==> src/rtl/core/smrs_pkg.sv <==
// Package for the shutter motor relay sequencer: mode and command codes,
// timer widths, register indexes and the saturating timer add.
// No dependencies.
package smrs_pkg;

	// Timer and register widths
	localparam int TIMER_BITS  = 20;
	localparam int TICK_W      = 10;
	localparam int DEBOUNCE_W  = 16;
	localparam int TIMEOUT_W   = 20;
	localparam int PIN_W       = 4;
	localparam int BUTTON_W    = 16;
	localparam int MODE_W      = 3;
	localparam int APB_DATA_W  = 32;
	localparam int APB_ADDR_W  = 5;
	localparam int REG_IDX_W   = 3;

	// Sum width holds a timer plus a tick without loss
	localparam int SUM_W = ((TIMER_BITS > TICK_W) ? TIMER_BITS : TICK_W) + 1;
	// Compare width holds a timer and the widest limit
	localparam int CMP_W = (TIMER_BITS > TIMEOUT_W) ? TIMER_BITS : TIMEOUT_W;

	// Reset values of the configuration registers
	localparam logic [TICK_W-1:0]     TICK_RST     = TICK_W'(10);
	localparam logic [DEBOUNCE_W-1:0] DEBOUNCE_RST = DEBOUNCE_W'(200);
	localparam logic [TIMEOUT_W-1:0]  TIMEOUT_RST  = TIMEOUT_W'(60000);
	localparam logic [PIN_W-1:0]      OWN_UP_RST   = PIN_W'(0);
	localparam logic [PIN_W-1:0]      OWN_DN_RST   = PIN_W'(1);
	localparam logic [PIN_W-1:0]      GRP_UP_RST   = PIN_W'(14);
	localparam logic [PIN_W-1:0]      GRP_DN_RST   = PIN_W'(15);

	typedef logic [TIMER_BITS-1:0] timer_t;

	typedef enum logic [MODE_W-1:0] {
		MODE_IDLE    = 3'd0,
		MODE_UP      = 3'd1,
		MODE_DOWN    = 3'd2,
		MODE_RUNNING = 3'd3,
		MODE_STOP    = 3'd4
	} mode_t;

	typedef enum logic [1:0] {
		CMD_RELEASE = 2'd0,
		CMD_UP      = 2'd1,
		CMD_DOWN    = 2'd2
	} cmd_t;

	typedef enum logic [REG_IDX_W-1:0] {
		REG_TICK     = 3'd0,
		REG_DEBOUNCE = 3'd1,
		REG_TIMEOUT  = 3'd2,
		REG_OWN_UP   = 3'd3,
		REG_OWN_DN   = 3'd4,
		REG_GRP_UP   = 3'd5,
		REG_GRP_DN   = 3'd6,
		REG_NONE     = 3'd7
	} reg_idx_t;

	// Add one tick to a timer, saturating at all ones
	function automatic timer_t timer_add(timer_t t, logic [TICK_W-1:0] tick);
		logic [SUM_W-1:0] s;
		logic [SUM_W-1:0] lim;
		timer_t           r;
		s   = SUM_W'(t) + SUM_W'(tick);
		lim = SUM_W'({TIMER_BITS{1'b1}});
		if (s > lim) begin
			r = '1;
		end else begin
			r = s[TIMER_BITS-1:0];
		end
		return r;
	endfunction

endpackage

==> src/rtl/core/shutter_motor_relay_sequencer_top.sv <==
// Shutter motor relay sequencer, top level.
// Flow: a word accepted into the input register passes the mode update
// into the result register, which drives the result ports.
// Throughput: one word per cycle unless out_stall holds the result; the
// mode update is one pass of logic between the input and result registers.
// Reset: arst_n clears both stages, enters stop with relays off and
// timers zero, and loads the register defaults. Depends on smrs_pkg.
module shutter_motor_relay_sequencer_top
	import smrs_pkg::*;
(
	input  logic                  clk,
	input  logic                  arst_n,
	// Button channel
	input  logic                  in_valid,
	output logic                  in_stall,
	input  logic [BUTTON_W-1:0]   button_bits,
	// Result channel
	output logic                  out_valid,
	input  logic                  out_stall,
	output logic                  relay_up_on,
	output logic                  relay_down_on,
	output logic [MODE_W-1:0]     mode_code,
	// Configuration port
	input  logic                  psel,
	input  logic                  penable,
	input  logic                  pwrite,
	input  logic [APB_ADDR_W-1:0] paddr,
	input  logic [APB_DATA_W-1:0] pwdata,
	output logic [APB_DATA_W-1:0] prdata,
	output logic                  pready
);

	// Configuration registers
	logic [TICK_W-1:0]     tick_q;
	logic [DEBOUNCE_W-1:0] debounce_q;
	logic [TIMEOUT_W-1:0]  timeout_q;
	logic [PIN_W-1:0]      own_up_q;
	logic [PIN_W-1:0]      own_dn_q;
	logic [PIN_W-1:0]      grp_up_q;
	logic [PIN_W-1:0]      grp_dn_q;

	// Pipeline stages
	logic                valid_s1;
	logic [BUTTON_W-1:0] bits_s1;
	logic                valid_s2;
	logic                up_s2;
	logic                down_s2;
	mode_t               mode_s2;
	logic                adv_s1;

	// Sequencer state
	mode_t  mode_q, mode_d;
	timer_t move_q, move_d;
	timer_t run_q, run_d;
	timer_t stop_q, stop_d;
	logic   up_q, up_d;
	logic   down_q, down_d;

	cmd_t     cmd;
	timer_t   move_sum;
	timer_t   run_sum;
	timer_t   stop_sum;
	reg_idx_t cfg_idx;
	logic     cfg_wr;

	// Configuration write and read
	assign pready  = 1'b1;
	assign cfg_idx = reg_idx_t'(paddr[APB_ADDR_W-1:2]);
	assign cfg_wr  = psel & penable & pwrite;

	always_ff @(posedge clk or negedge arst_n) begin
		if (!arst_n) begin
			tick_q     <= TICK_RST;
			debounce_q <= DEBOUNCE_RST;
			timeout_q  <= TIMEOUT_RST;
			own_up_q   <= OWN_UP_RST;
			own_dn_q   <= OWN_DN_RST;
			grp_up_q   <= GRP_UP_RST;
			grp_dn_q   <= GRP_DN_RST;
		end else if (cfg_wr) begin
			case (cfg_idx)
				REG_TICK:     tick_q     <= pwdata[TICK_W-1:0];
				REG_DEBOUNCE: debounce_q <= pwdata[DEBOUNCE_W-1:0];
				REG_TIMEOUT:  timeout_q  <= pwdata[TIMEOUT_W-1:0];
				REG_OWN_UP:   own_up_q   <= pwdata[PIN_W-1:0];
				REG_OWN_DN:   own_dn_q   <= pwdata[PIN_W-1:0];
				REG_GRP_UP:   grp_up_q   <= pwdata[PIN_W-1:0];
				REG_GRP_DN:   grp_dn_q   <= pwdata[PIN_W-1:0];
				default: ;
			endcase
		end
	end

	always_comb begin
		case (cfg_idx)
			REG_TICK:     prdata = APB_DATA_W'(tick_q);
			REG_DEBOUNCE: prdata = APB_DATA_W'(debounce_q);
			REG_TIMEOUT:  prdata = APB_DATA_W'(timeout_q);
			REG_OWN_UP:   prdata = APB_DATA_W'(own_up_q);
			REG_OWN_DN:   prdata = APB_DATA_W'(own_dn_q);
			REG_GRP_UP:   prdata = APB_DATA_W'(grp_up_q);
			REG_GRP_DN:   prdata = APB_DATA_W'(grp_dn_q);
			default:      prdata = '0;
		endcase
	end

	// Handshake: advance stage 1 when the result register is free or drains
	assign adv_s1   = ~valid_s2 | ~out_stall;
	assign in_stall = valid_s1 & ~adv_s1;

	always_ff @(posedge clk or negedge arst_n) begin
		if (!arst_n) begin
			valid_s1 <= 1'b0;
		end else if (!in_stall) begin
			valid_s1 <= in_valid;
		end
	end

	always_ff @(posedge clk) begin
		if (in_valid && !in_stall) begin
			bits_s1 <= button_bits;
		end
	end

	// Decode the command in priority order
	always_comb begin
		if (bits_s1[grp_up_q]) begin
			cmd = CMD_UP;
		end else if (bits_s1[grp_dn_q]) begin
			cmd = CMD_DOWN;
		end else if (bits_s1[own_up_q]) begin
			cmd = CMD_UP;
		end else if (bits_s1[own_dn_q]) begin
			cmd = CMD_DOWN;
		end else begin
			cmd = CMD_RELEASE;
		end
	end

	assign move_sum = timer_add(move_q, tick_q);
	assign run_sum  = timer_add(run_q, tick_q);
	assign stop_sum = timer_add(stop_q, tick_q);

	// Next mode, timers and relay drives
	always_comb begin
		mode_d = mode_q;
		move_d = move_q;
		run_d  = run_q;
		stop_d = stop_q;
		up_d   = up_q;
		down_d = down_q;
		case (mode_q)
			MODE_IDLE: begin
				if (cmd == CMD_UP) begin
					mode_d = MODE_UP;
					up_d   = 1'b1;
					down_d = 1'b0;
					move_d = '0;
				end else if (cmd == CMD_DOWN) begin
					mode_d = MODE_DOWN;
					up_d   = 1'b0;
					down_d = 1'b1;
					move_d = '0;
				end
			end
			MODE_UP, MODE_DOWN: begin
				if ((mode_q == MODE_UP && cmd == CMD_DOWN) ||
				    (mode_q == MODE_DOWN && cmd == CMD_UP)) begin
					mode_d = MODE_STOP;
					up_d   = 1'b0;
					down_d = 1'b0;
					stop_d = '0;
				end else begin
					move_d = move_sum;
					if (CMP_W'(move_sum) >= CMP_W'(debounce_q)) begin
						mode_d = MODE_RUNNING;
						run_d  = '0;
					end
				end
			end
			MODE_RUNNING: begin
				if (cmd != CMD_RELEASE ||
				    CMP_W'(run_sum) >= CMP_W'(timeout_q)) begin
					mode_d = MODE_STOP;
					up_d   = 1'b0;
					down_d = 1'b0;
					stop_d = '0;
				end
				if (cmd == CMD_RELEASE) begin
					run_d = run_sum;
				end
			end
			default: begin
				if (CMP_W'(stop_q) > CMP_W'(debounce_q)) begin
					mode_d = MODE_IDLE;
				end else begin
					stop_d = stop_sum;
				end
			end
		endcase
	end

	// Commit state when a word leaves stage 1
	always_ff @(posedge clk or negedge arst_n) begin
		if (!arst_n) begin
			mode_q <= MODE_STOP;
			move_q <= '0;
			run_q  <= '0;
			stop_q <= '0;
			up_q   <= 1'b0;
			down_q <= 1'b0;
		end else if (valid_s1 && adv_s1) begin
			mode_q <= mode_d;
			move_q <= move_d;
			run_q  <= run_d;
			stop_q <= stop_d;
			up_q   <= up_d;
			down_q <= down_d;
		end
	end

	// Result register
	always_ff @(posedge clk or negedge arst_n) begin
		if (!arst_n) begin
			valid_s2 <= 1'b0;
		end else if (adv_s1) begin
			valid_s2 <= valid_s1;
		end
	end

	always_ff @(posedge clk) begin
		if (valid_s1 && adv_s1) begin
			up_s2   <= up_d;
			down_s2 <= down_d;
			mode_s2 <= mode_d;
		end
	end

	assign out_valid     = valid_s2;
	assign relay_up_on   = up_s2;
	assign relay_down_on = down_s2;
	assign mode_code     = mode_s2;

endmodule
==> config.mk <==
export PLATFORM = sky130hd
export DESIGN_NAME = shutter_motor_relay_sequencer_top
export DESIGN_NICKNAME = d
export VERILOG_FILES = /design/src/rtl/core/smrs_pkg.sv /design/src/rtl/core/shutter_motor_relay_sequencer_top.sv
export SDC_FILE = /design/constraint.sdc
export NUM_CORES = 1
export LEC_CHECK = 0
export BUFFER_PORTS_ARGS = -buffer_cell sky130_fd_sc_hd__buf_2
export CAP_MARGIN = 20
export CORE_UTILIZATION = 60
export CTS_CLUSTER_DIAMETER = 40
export DETAILED_ROUTE_END_ITERATION = 8
export PLACE_DENSITY = 0.85
export SLEW_MARGIN = 15
export SYNTH_ARGS = -nofsm -noshare
export SYNTH_HDL_FRONTEND = slang
export SYNTH_SLANG_ARGS = --single-unit
==> constraint.sdc <==
create_clock -name clk -period 6.1 [get_ports clk]
set_input_delay 1.22 -clock clk [delete_from_list [all_inputs] [get_ports clk]]
set_output_delay 1.22 -clock clk [all_outputs]
set_load 0.05 [all_outputs]
==> impl_metrics.py, run 1 <==
metrics = {
    "outcome": {
        "status": "finished, final reports clean",
    },
    "sta": {
        "relSlewSlack": 0.262,
        "maxSlewViolCount": 0,
        "worst_pin_slew_ns": 1.10,
        "setup_viol": 0,
        "postLayoutSetupSlackWorst_ns": 0.395,
        "finalCritPeriodShare": 0.935,
        "fmax_ghz": 0.175,
        "clock_skew_ns": 0.0131,
        "fin_setup_tns_ns": 0,
        "finalHoldViolations": 0,
        "rsz0062_at_grt": "no",
        "fin_crit_ns": 5.70,
    },
    "global_routing": {
        "grt_pass1_wl_mm": 45.8,
        "overflow": 0,
        "grt_usage": 0.327,
        "grt_max_degree": 97,
        "antenna_found_initial": 2,
        "grt_pass1_vias": 8911,
    },
    "clock_tree": {
        "cts_buffer_depth": 2,
        "cts_hold_buffers": 0,
        "cts_tree": "done",
        "cts_setup_buffers": 0,
        "cts_root_buf": "clkbuf_16",
        "cts-htree-levels": 4,
        "cts.clk_slew.worst_paths_ns": 0.07,
        "clkSinkCount": 150,
        "insertion_delay_ns": 0.43,
        "cts-resized-gates": 0,
        "numCtsBuffers": 17,
    },
    "place": {
        "dp_hpwl_mm": 20.3,
        "port_buffers": 72,
        "dp_slack_ns": 0.630,
        "place_congestion": 0.918,
    },
    "detailed_routing": {
        "antenna_left": 0,
        "drcViolationCount": 0,
        "via_count": 9061,
        "wire_per_inst_um": 20.3,
        "vias_per_cell": 6.50,
        "first_iter_violations": 1061,
        "routed_wl_mm": 28.3,
        "firstDrtPassIters": 6,
    },
    "synthesis": {
        "syn-instance-count": 1101,
        "synth-edff-count": 21,
        "seq_area_frac_synth": 0.365,
        "syn_area_per_cell_um2": 9.67,
        "synth_top_flop_cell": "dfrtp_1",
        "netlist_area_um2": 10600,
        "ys_ff_latch": 150,
        "ys_types": 94,
        "ys_warn_count": 0,
        "synthArstFlopShare": 0.860,
    },
    "pwr": {
        "power_density_nw_per_um2": 385,
        "ir_worst_vdd_mv": 0.260,
        "power_mw": 4.52,
        "p_leak_nw": 5.68,
    },
    "floorplan": {
        "initial_core_util": 0.615,
        "die_h_um": 135,
        "die_area_um2": 18300,
        "ios": 100,
        "rows": 48,
        "core-area_um2": 17300,
        "die_w_um": 135,
    },
    "min_path": {
        "hp-class": "flip-flop to flip-flop",
        "min_from": "move_q[3]",
    },
    "worst_setup_path": {
        "required_ns": 6.41,
        "arrival_ns": 6.02,
        "r2r_slack_ns": 0.40,
        "crit_path_start": "tick_q[1]",
        "crit_type": "flip-flop to flip-flop",
        "end_kind": "flip-flop",
        "critical_path.max_fanout": 19,
        "cp-start-kind": "flip-flop",
        "r2r_start": "tick_q[1]",
    },
    "finish": {
        "final_common_cell": "nand2_1",
        "drive_gt1_frac": 0.199,
        "n_fill_cell": 1259,
        "final_cell_mix": "116 x nand2_1, 108 x dfrtp_1, 85 x ha_1",
        "fin_nets": 1301,
        "area_growth_pct": 10.4,
    },
    "job": {
        "max_cap_viol_count": 0,
    },
}
-- path summary, 6_finish.rpt --
kind / end / depth (start not counted)
max reg2reg: run_q[4] / 18
min in group asynchronous: own_up_q[2] / 1
min: move_q[3] / 2
max in group asynchronous: timeout_q[9] / 2
min reg2reg: move_q[3] / 2
max: run_q[4] / 18
-- report_power, final --
group / total (mW) / switching [mW] / internal [mW]
registers: 1.48 / 0.232 / 1.25
logic: 1.81 / 1.09 / 0.720
clock network: 1.23 / 0.430 / 0.801
total: 4.52 / 1.75 / 2.77
-- registers in the layout (all words and copies together) (netlist names) --
signal / flops
bits_s1: 16
debounce_q: 16
down_q: 1
grp_dn_q: 4
grp_up_q: 4
mode_code: 3
mode_q: 3
move_q: 20
out_valid: 1
own_dn_q: 4
own_up_q: 4
relay_down_on: 1
relay_up_on: 1
run_q: 20
stop_q: 20
tick_q: 10
timeout_q: 20
up_q: 1
valid_s1: 1
-- critical path, cell delays in order, from the launching register on --
cell       delay [ns]
dfstp_2          0.68
inv_1            0.19
fa_1             0.50
and2b_4          0.29
o21a_4           0.15
o211ai_1         0.16
a21oi_1          0.39
nand2b_1         0.50
nand2_1          0.24
ha_1             0.23
o21ai_1          0.08
a2111oi_0        0.51
o41ai_1          0.21
a31oi_2          0.31
a311oi_4         0.11
a31oi_4          0.37
o21ai_4          0.12
buf_4            0.22
mux2_4           0.31
-- cell type report --
class / count / area [µm²] / area share
clock buffers: 20 / 467 / 0.0397
flip-flops and latches: 150 / 3880 / 0.331
inverters: 70 / 263 / 0.0224
clock inverters: 12 / 218 / 0.0185
diodes: 2 / 5.00 / 0.000426
multi-input cells: 831 / 6180 / 0.526
repair buffers: 83 / 449 / 0.0382
well taps: 225 / 282 / 0.0240
-- synth_stat cells (4+ instances only) --
library cell	count	area (µm²)
a21o_1	20	150
a21oi_1	66	330
a22oi_1	10	75.1
a31oi_1	20	125
a41oi_1	4	35.0
and2_1	4	25.0
and3_1	20	125
buf_1	4	15.0
buf_4	14	105
buf_6	4	45.0
clkbuf_1	32	120
dfrtp_1	108	2700
dfstp_2	21	552
edfxtp_1	21	631
ha_1	85	1060
inv_1	66	248
mux2_2	31	349
mux2_4	9	135
mux2i_1	14	140
mux4_2	23	518
nand2_1	116	435
nand2b_1	16	100
nand3_1	26	130
nand3b_1	5	37.5
nand4_1	8	50.1
nor2_1	72	270
nor2b_1	16	100
nor3_1	12	60.1
o211a_1	7	70.1
o211ai_1	8	60.1
o21a_1	15	113
o21ai_0	63	315
o21ai_1	7	35.0
o21bai_1	4	30.0
o22a_1	11	96.3
o22ai_1	13	81.3
o31ai_1	5	37.5
xnor2_1	22	193
xor2_1	12	105
-- logic make-up after synthesis --
group / count (synthesis) / share of synthesized area
simple gates: 325 / 0.147
fa+ha+maj: 88 / 0.106
flops: 150 / 0.365
mux: 78 / 0.109
buf+inv: 131 / 0.0587
other cells: 2 / 0.000706
xor+xnor: 34 / 0.0280
compound gates: 293 / 0.185
-- layer usage --
metal,share of wire,GRT usage,up-vias
li1,-,-,4093
met1,0.40,0.422,4395
met2,0.47,0.527,478
met3,0.089,0.0688,95
met4,0.041,0.152,0
met5,0,0,-
-- metrics by stage --
stage	area (µm²)	hold WS, ns	instances	util
floorplan	10700	0.443	1112	-
global placement	11100	0.457	1359	0.640
detailed placement	11100	0.463	1359	0.640
CTS	11700	0.476	1391	0.679
global route	11800	0.512	1393	0.679
finish	11800	0.479	1393	0.679
Power figures use the tool's default switching activity.
==> inputs of run 2 (changes only) <==
--- a/config.mk
+++ b/config.mk
@@ -5,6 +5,7 @@
 export SDC_FILE = /design/constraint.sdc
 export NUM_CORES = 1
 export LEC_CHECK = 0
+export ABC_AREA = 1
 export BUFFER_PORTS_ARGS = -buffer_cell sky130_fd_sc_hd__buf_2
 export CAP_MARGIN = 20
 export CORE_UTILIZATION = 60
==> run 2 against run 1 <==
Effect of this change:
- power is 8.2% lower
- utilization is 0.50 points higher
- count of clock-buffer cells in the layout is 3 lower
- combinational power is 8% lower
- die area is 2.5% lower
- first-iteration DRC count is 2.3% lower
- via count is 7.1% higher
- register-to-register slack better by 0.68 ns
- non-clock buffer count is 7 lower
- sequential share of layout area is 0.93 points higher
- global-route usage is 0.46 points lower
- clock power is 13% lower
- critical path type unchanged
- critical endpoint is now stop_q[2]
- largest cell class unchanged
- highest routed layer unchanged
==> impl_metrics.py, run 2 <==
metrics = {
    "synthesis": {
        "syn_area_per_cell_um2": 7.52,
        "syn-instance-count": 1379,
        "ys_top_cells_by_area": "dfrtp_1 26%, nand2_1 14%, ha_1 10%, inv_1 6.4%, edfxtp_1 6.1%",
        "synth_top_cell_area_share": 0.261,
        "synthArstFlopShare": 0.860,
        "synth-edff-count": 21,
        "yosysMostFrequentCell": "nand2_1",
        "synth-compound-area-share": 0.154,
        "yosysTopAreaCell": "dfrtp_1",
        "seq_area_frac_synth": 0.375,
        "synth_mux_area_frac": 0,
        "ys_types": 55,
        "synth_top_family_by_area": "simple AND/OR/NAND/NOR gates",
        "synth_simple_gate_area_frac": 0.237,
        "netlist_area_um2": 10400,
        "ys_ff_latch": 150,
        "synth_top_flop_cell": "dfrtp_1",
        "synth_xor_area_frac": 0.0338,
        "ys_warn_count": 0,
        "synth_common_cells": "392 x nand2_1, 176 x inv_1, 123 x o21ai_0",
        "synth_fa_ha_area_frac": 0.108,
    },
    "clock_tree": {
        "cts_setup_buffers": 0,
        "cts_hold_buffers": 0,
        "clkSinkCount": 150,
        "cts-htree-levels": 4,
        "cts_tree": "done",
        "cts-resized-gates": 0,
        "insertion_delay_ns": 0.44,
        "cts.clk_slew.worst_paths_ns": 0.07,
        "numCtsBuffers": 17,
        "cts_root_buf": "clkbuf_16",
        "cts_buffer_depth": 2,
    },
    "detailed_routing": {
        "wire_per_inst_um": 16.4,
        "vias_per_cell": 5.79,
        "via_count": 9705,
        "drcViolationCount": 0,
        "firstDrtPassIters": 6,
        "antenna_left": 0,
        "routed_wl_mm": 27.4,
        "first_iter_violations": 1037,
    },
    "finish": {
        "drive_gt1_frac": 0.111,
        "fin_nets": 1590,
        "area_growth_pct": 10.2,
        "diodes": 0,
        "utilization": 0.684,
        "final_cell_mix": "391 x nand2_1, 176 x inv_1, 123 x o21ai_0",
        "final_common_cell": "nand2_1",
    },
    "global_routing": {
        "grt_pass1_wl_mm": 44.8,
        "antenna_found_initial": 0,
        "grt_pass1_vias": 9295,
        "grt_usage": 0.322,
        "overflow": 0,
        "grt_max_degree": 64,
    },
    "sta": {
        "relSlewSlack": 0.375,
        "fin_setup_tns_ns": 0,
        "setup_viol": 0,
        "fin_crit_ns": 5.02,
        "fmax_ghz": 0.199,
        "whs_ns": 0.483,
        "finalCritPeriodShare": 0.824,
        "maxSlewViolCount": 0,
        "finalHoldViolations": 0,
        "clock_skew_ns": 0.0117,
        "worst_pin_slew_ns": 0.936,
        "rsz0062_at_grt": "no",
    },
    "pwr": {
        "power_mw": 4.15,
        "combPwrFrac": 0.403,
        "switching_share": 0.439,
        "intPower_mw": 2.33,
        "p_leak_nw": 5.89,
        "clkPwrFrac": 0.258,
        "switchingPower_mw": 1.82,
        "ir_worst_vdd_mv": 0.245,
        "p_seq_frac": 0.339,
        "power_density_nw_per_um2": 363,
    },
    "floorplan": {
        "die_w_um": 133,
        "core-area_um2": 16700,
        "ios": 100,
        "die_area_um2": 17800,
        "rows": 47,
        "initial_core_util": 0.621,
        "die_h_um": 133,
    },
    "worst_setup_path": {
        "required_ns": 6.47,
        "arrival_ns": 5.40,
        "critical_path.max_fanout": 19,
        "crit_type": "flip-flop to flip-flop",
        "end_kind": "flip-flop",
        "cp-start-kind": "flip-flop",
    },
    "place": {
        "dp_hpwl_mm": 19.8,
        "place_congestion": 0.941,
        "port_buffers": 72,
    },
    "outcome": {
        "status": "finished, final reports clean",
    },
    "job": {
        "max_cap_viol_count": 0,
    },
    "min_path": {
        "hp-class": "flip-flop to flip-flop",
    },
}
run 2: changes by cell type after synthesis, moves of 31 or more:
cell     delta
nand3_1    +44
o21ai_0    +60
inv_1     +110
mux2_2     -31
nand2_1   +276
run 2: metal layers:
metal	vias to the layer above	global-route usage	share of wire	wire, µm
li1	4657	-	-	-
met1	4496	0.398	0.40	11000
met2	474	0.530	0.47	12900
met3	78	0.0772	0.087	2390
met4	0	0.159	0.042	1160
met5	-	0	0	0
run 2: worst paths after layout:
path	start	endpoint	slack [ns]	cells past startpoint
hold / removal	valid_s1	out_valid	0.48	2
min in group asynchronous	arst_n	move_q[16]	0.88	1
setup / recovery	tick_q[1]	stop_q[2]	1.08	20
max in group asynchronous	arst_n	own_dn_q[1]	4.05	2
setup reg to reg	tick_q[1]	stop_q[2]	1.08	20
hold reg to reg	valid_s1	out_valid	0.48	2
run 2: critical path, stage by stage, from the launching register on:
cell and delay (ns):
dfstp_2 0.66, inv_1 0.20, fa_1 0.51, o21ai_2 0.24, a21oi_1 0.14, o21ai_2 0.22
nand2_2 0.13, nor2_4 0.16, nand2_2 0.26, nand2_1 0.21, ha_1 0.16, nand2_1 0.09
nor4_1 0.34, nand3_1 0.13, nand4_1 0.17, nor2_1 0.09, nand2_1 0.14, nand3_2 0.40
nor2_4 0.50, nand2_1 0.11, nand2_1 0.09
run 2: metrics by stage:
| stage | instances | instance area [µm²] | worst slack [ns] |
|---|---|---|---|
| 2_1_floorplan | 1390 | 10400 | 2.05 |
| 3_3_place_gp | 1643 | 10800 | 1.32 |
| 3_5_place_dp | 1643 | 10800 | 1.26 |
| 4_1_cts | 1675 | 11400 | 1.17 |
| 5_1_grt | 1675 | 11400 | 0.611 |
| 6_report | 1675 | 11400 | 1.08 |
run 2: cell families (layout without fill, tap and decap cells):
group / count (synthesis) / count (layout)
and+or+nand+nor: 586 / 586
AOI/OAI and AO/OA: 284 / 284
buffers and inverters: 229 / 294
other: 2 / 13
xor gates and xnor gates: 40 / 40
adders and majority gates: 88 / 88
DFF: 150 / 150
run 2: area by class of cell:
| cell class | count | area (µm²) |
|---|---|---|
| repair buffers | 76 | 393 |
| clock buffers | 17 | 425 |
| well taps | 220 | 275 |
| inverters | 186 | 698 |
| clock inverters | 15 | 174 |
| multi-input cells | 1011 | 5580 |
| flip-flops and latches | 150 | 3880 |
| fillers | 1352 | 5270 |
run 2: power groups by stage:
| stage | clock network, mW | registers (mW) | logic (mW) |
|---|---|---|---|
| finish | 1.07 | 1.41 | 1.67 |
| global route | 1.12 | 1.42 | 1.88 |
| CTS | 1.08 | 1.40 | 1.65 |
| detailed placement | 0 | 1.41 | 1.62 |
| global placement | 0 | 1.41 | 1.55 |
| floorplan | 0 | 1.39 | 1.23 |
==> inputs of run 3 (changes only) <==
==> constraint.sdc (replaced) <==
create_clock -name clk -period 4.99 [get_ports clk]
set_input_delay 0.998 -clock clk [delete_from_list [all_inputs] [get_ports clk]]
set_output_delay 0.998 -clock clk [all_outputs]
set_load 0.05 [all_outputs]
==> run 3 against run 2 <==
Effect of this change:
- wire length shrank 2.1%
- maximum frequency is 8.9% higher
- register-to-register slack lost 0.70 ns
- first-iteration DRC count down 21%
- hold slack got worse by 0.0071 ns
- combinational power is 23% higher
- design area increased by 0.25%
- sequential power rose by 21%
- flip-flop and latch count unchanged
- critical path depth stayed put
==> impl_metrics.py, run 3 (same netlist as run 2, synthesis figures left out) <==
metrics = {
    "sta": {
        "fin_setup_tns_ns": 0,
        "fmax_ghz": 0.217,
        "rsz0062_at_grt": "no",
        "finalCritPeriodShare": 0.925,
        "clock_skew_ns": 0.0100,
        "setup_viol": 0,
        "fin_crit_ns": 4.62,
        "finalHoldViolations": 0,
        "worst_pin_slew_ns": 0.911,
        "maxSlewViolCount": 0,
        "relSlewSlack": 0.391,
    },
    "detailed_routing": {
        "first_iter_violations": 824,
        "vias_per_cell": 5.76,
        "firstDrtPassIters": 5,
        "wire_per_inst_um": 16.0,
        "routed_wl_mm": 26.8,
        "drcViolationCount": 0,
        "antenna_left": 0,
        "via_count": 9665,
    },
    "global_routing": {
        "grt_pass1_vias": 9079,
        "overflow": 0,
        "grt_usage": 0.314,
        "antenna_found_initial": 0,
        "grt_max_degree": 60,
        "grt_pass1_wl_mm": 43.6,
    },
    "min_path": {
        "hp-class": "flip-flop to flip-flop",
    },
    "floorplan": {
        "die_area_um2": 17800,
        "ios": 100,
        "die_h_um": 133,
        "core-area_um2": 16700,
        "initial_core_util": 0.621,
        "die_w_um": 133,
        "rows": 47,
    },
    "finish": {
        "final_common_cell": "nand2_1",
        "area_growth_pct": 10.5,
        "fin_nets": 1593,
        "diodes": 0,
        "final_cell_mix": "391 x nand2_1, 176 x inv_1, 123 x o21ai_0",
        "drive_gt1_frac": 0.113,
        "n_fill_cell": 1372,
        "utilization": 0.686,
    },
    "clock_tree": {
        "cts-htree-levels": 4,
        "numCtsBuffers": 17,
        "cts_hold_buffers": 0,
        "cts-resized-gates": 0,
        "cts_buffer_depth": 2,
        "clkSinkCount": 150,
        "cts_tree": "done",
        "cts_setup_buffers": 0,
        "cts.clk_slew.worst_paths_ns": 0.07,
        "cts_root_buf": "clkbuf_16",
        "insertion_delay_ns": 0.45,
    },
    "worst_setup_path": {
        "required_ns": 5.38,
        "arrival_ns": 5.00,
        "critical_path.max_fanout": 17,
        "cp_slowest_stage_delay_ns": 0.54,
        "cp-start-kind": "flip-flop",
        "cp_slowest_cell": "dfstp_2",
        "end_kind": "flip-flop",
        "path_cells": "inv_1 > fa_1 > o21ai_2 > a21oi_1 > o21ai_2 > nand2_2 > nor2_4 > nand2_2 > nand2_1 > ha_1 > nand2_1 > nor4_1 > nand3_1 > nand4_1 > nor2_1 > nand2_1 > nand3_2 > nor2_4 > nand2_1 > nand2_1",
        "crit_top_cell": "nand2_1",
        "crit_type": "flip-flop to flip-flop",
    },
    "pwr": {
        "power_density_nw_per_um2": 442,
        "ir_worst_vdd_mv": 0.320,
        "p_leak_nw": 5.90,
        "power_mw": 5.07,
    },
    "place": {
        "port_buffers": 72,
        "place_congestion": 0.940,
        "dp_hpwl_mm": 19.8,
    },
    "outcome": {
        "status": "finished, final reports clean",
    },
    "job": {
        "max_cap_viol_count": 0,
    },
}
run 3: cell type report:
cell class | instances | area [µm²] | area share
clock buffers | 17 | 425 | 0.0371
clock inverters | 15 | 180 | 0.0157
inverters | 186 | 698 | 0.0609
multi-input cells | 1011 | 5580 | 0.487
flip-flops and latches | 150 | 3880 | 0.339
well taps | 220 | 275 | 0.0240
repair buffers | 79 | 415 | 0.0362
run 3: final timing paths:
path	startpoint	endpoint	slack, ns	depth (start not counted)
max	tick_q[1]	stop_q[11]	0.37	20
min	valid_s1	out_valid	0.48	2
max reg2reg	tick_q[1]	stop_q[11]	0.37	20
min reg2reg	valid_s1	out_valid	0.48	2
max in group asynchronous	arst_n	timeout_q[6]	3.32	2
min in group asynchronous	arst_n	move_q[18]	0.62	1
run 3: per-stage QoR:
| step | cell area (µm²) | worst slack [ns] | instances | hold slack, ns |
|---|---|---|---|---|
| after global routing | 11500 | 0.0236 | 1678 | 0.511 |
| after detailed placement | 10900 | 0.504 | 1646 | 0.467 |
| final | 11500 | 0.374 | 1678 | 0.475 |
| after global placement | 10900 | 0.633 | 1646 | 0.465 |
| after CTS | 11500 | 0.445 | 1678 | 0.480 |
| after floorplan | 10400 | 1.25 | 1390 | 0.445 |
run 3: where the power goes:
group          switching [mW]  internal, mW  total, mW
sequential              0.209          1.50       1.71
clock                   0.637         0.677       1.31
combinational            1.37         0.675       2.05
run 3: critical path: cells and delay by family, from the launching register on:
kind / cells / cell delay, ns
DFF: 1 / 0.54
buffers and inverters: 1 / 0.13
AOI/OAI and AO/OA: 3 / 0.58
and+or+nand+nor: 14 / 2.62
adders and majority gates: 2 / 0.68
run 3: routing by layer:
metal  global-route usage  vias to the layer above  part of all wire
li1                     -                     4663                 -
met1                0.410                     4482              0.43
met2                0.501                      446              0.46
met3               0.0479                       74             0.070
met4                0.172                        0             0.043
met5                    0                        -                 0
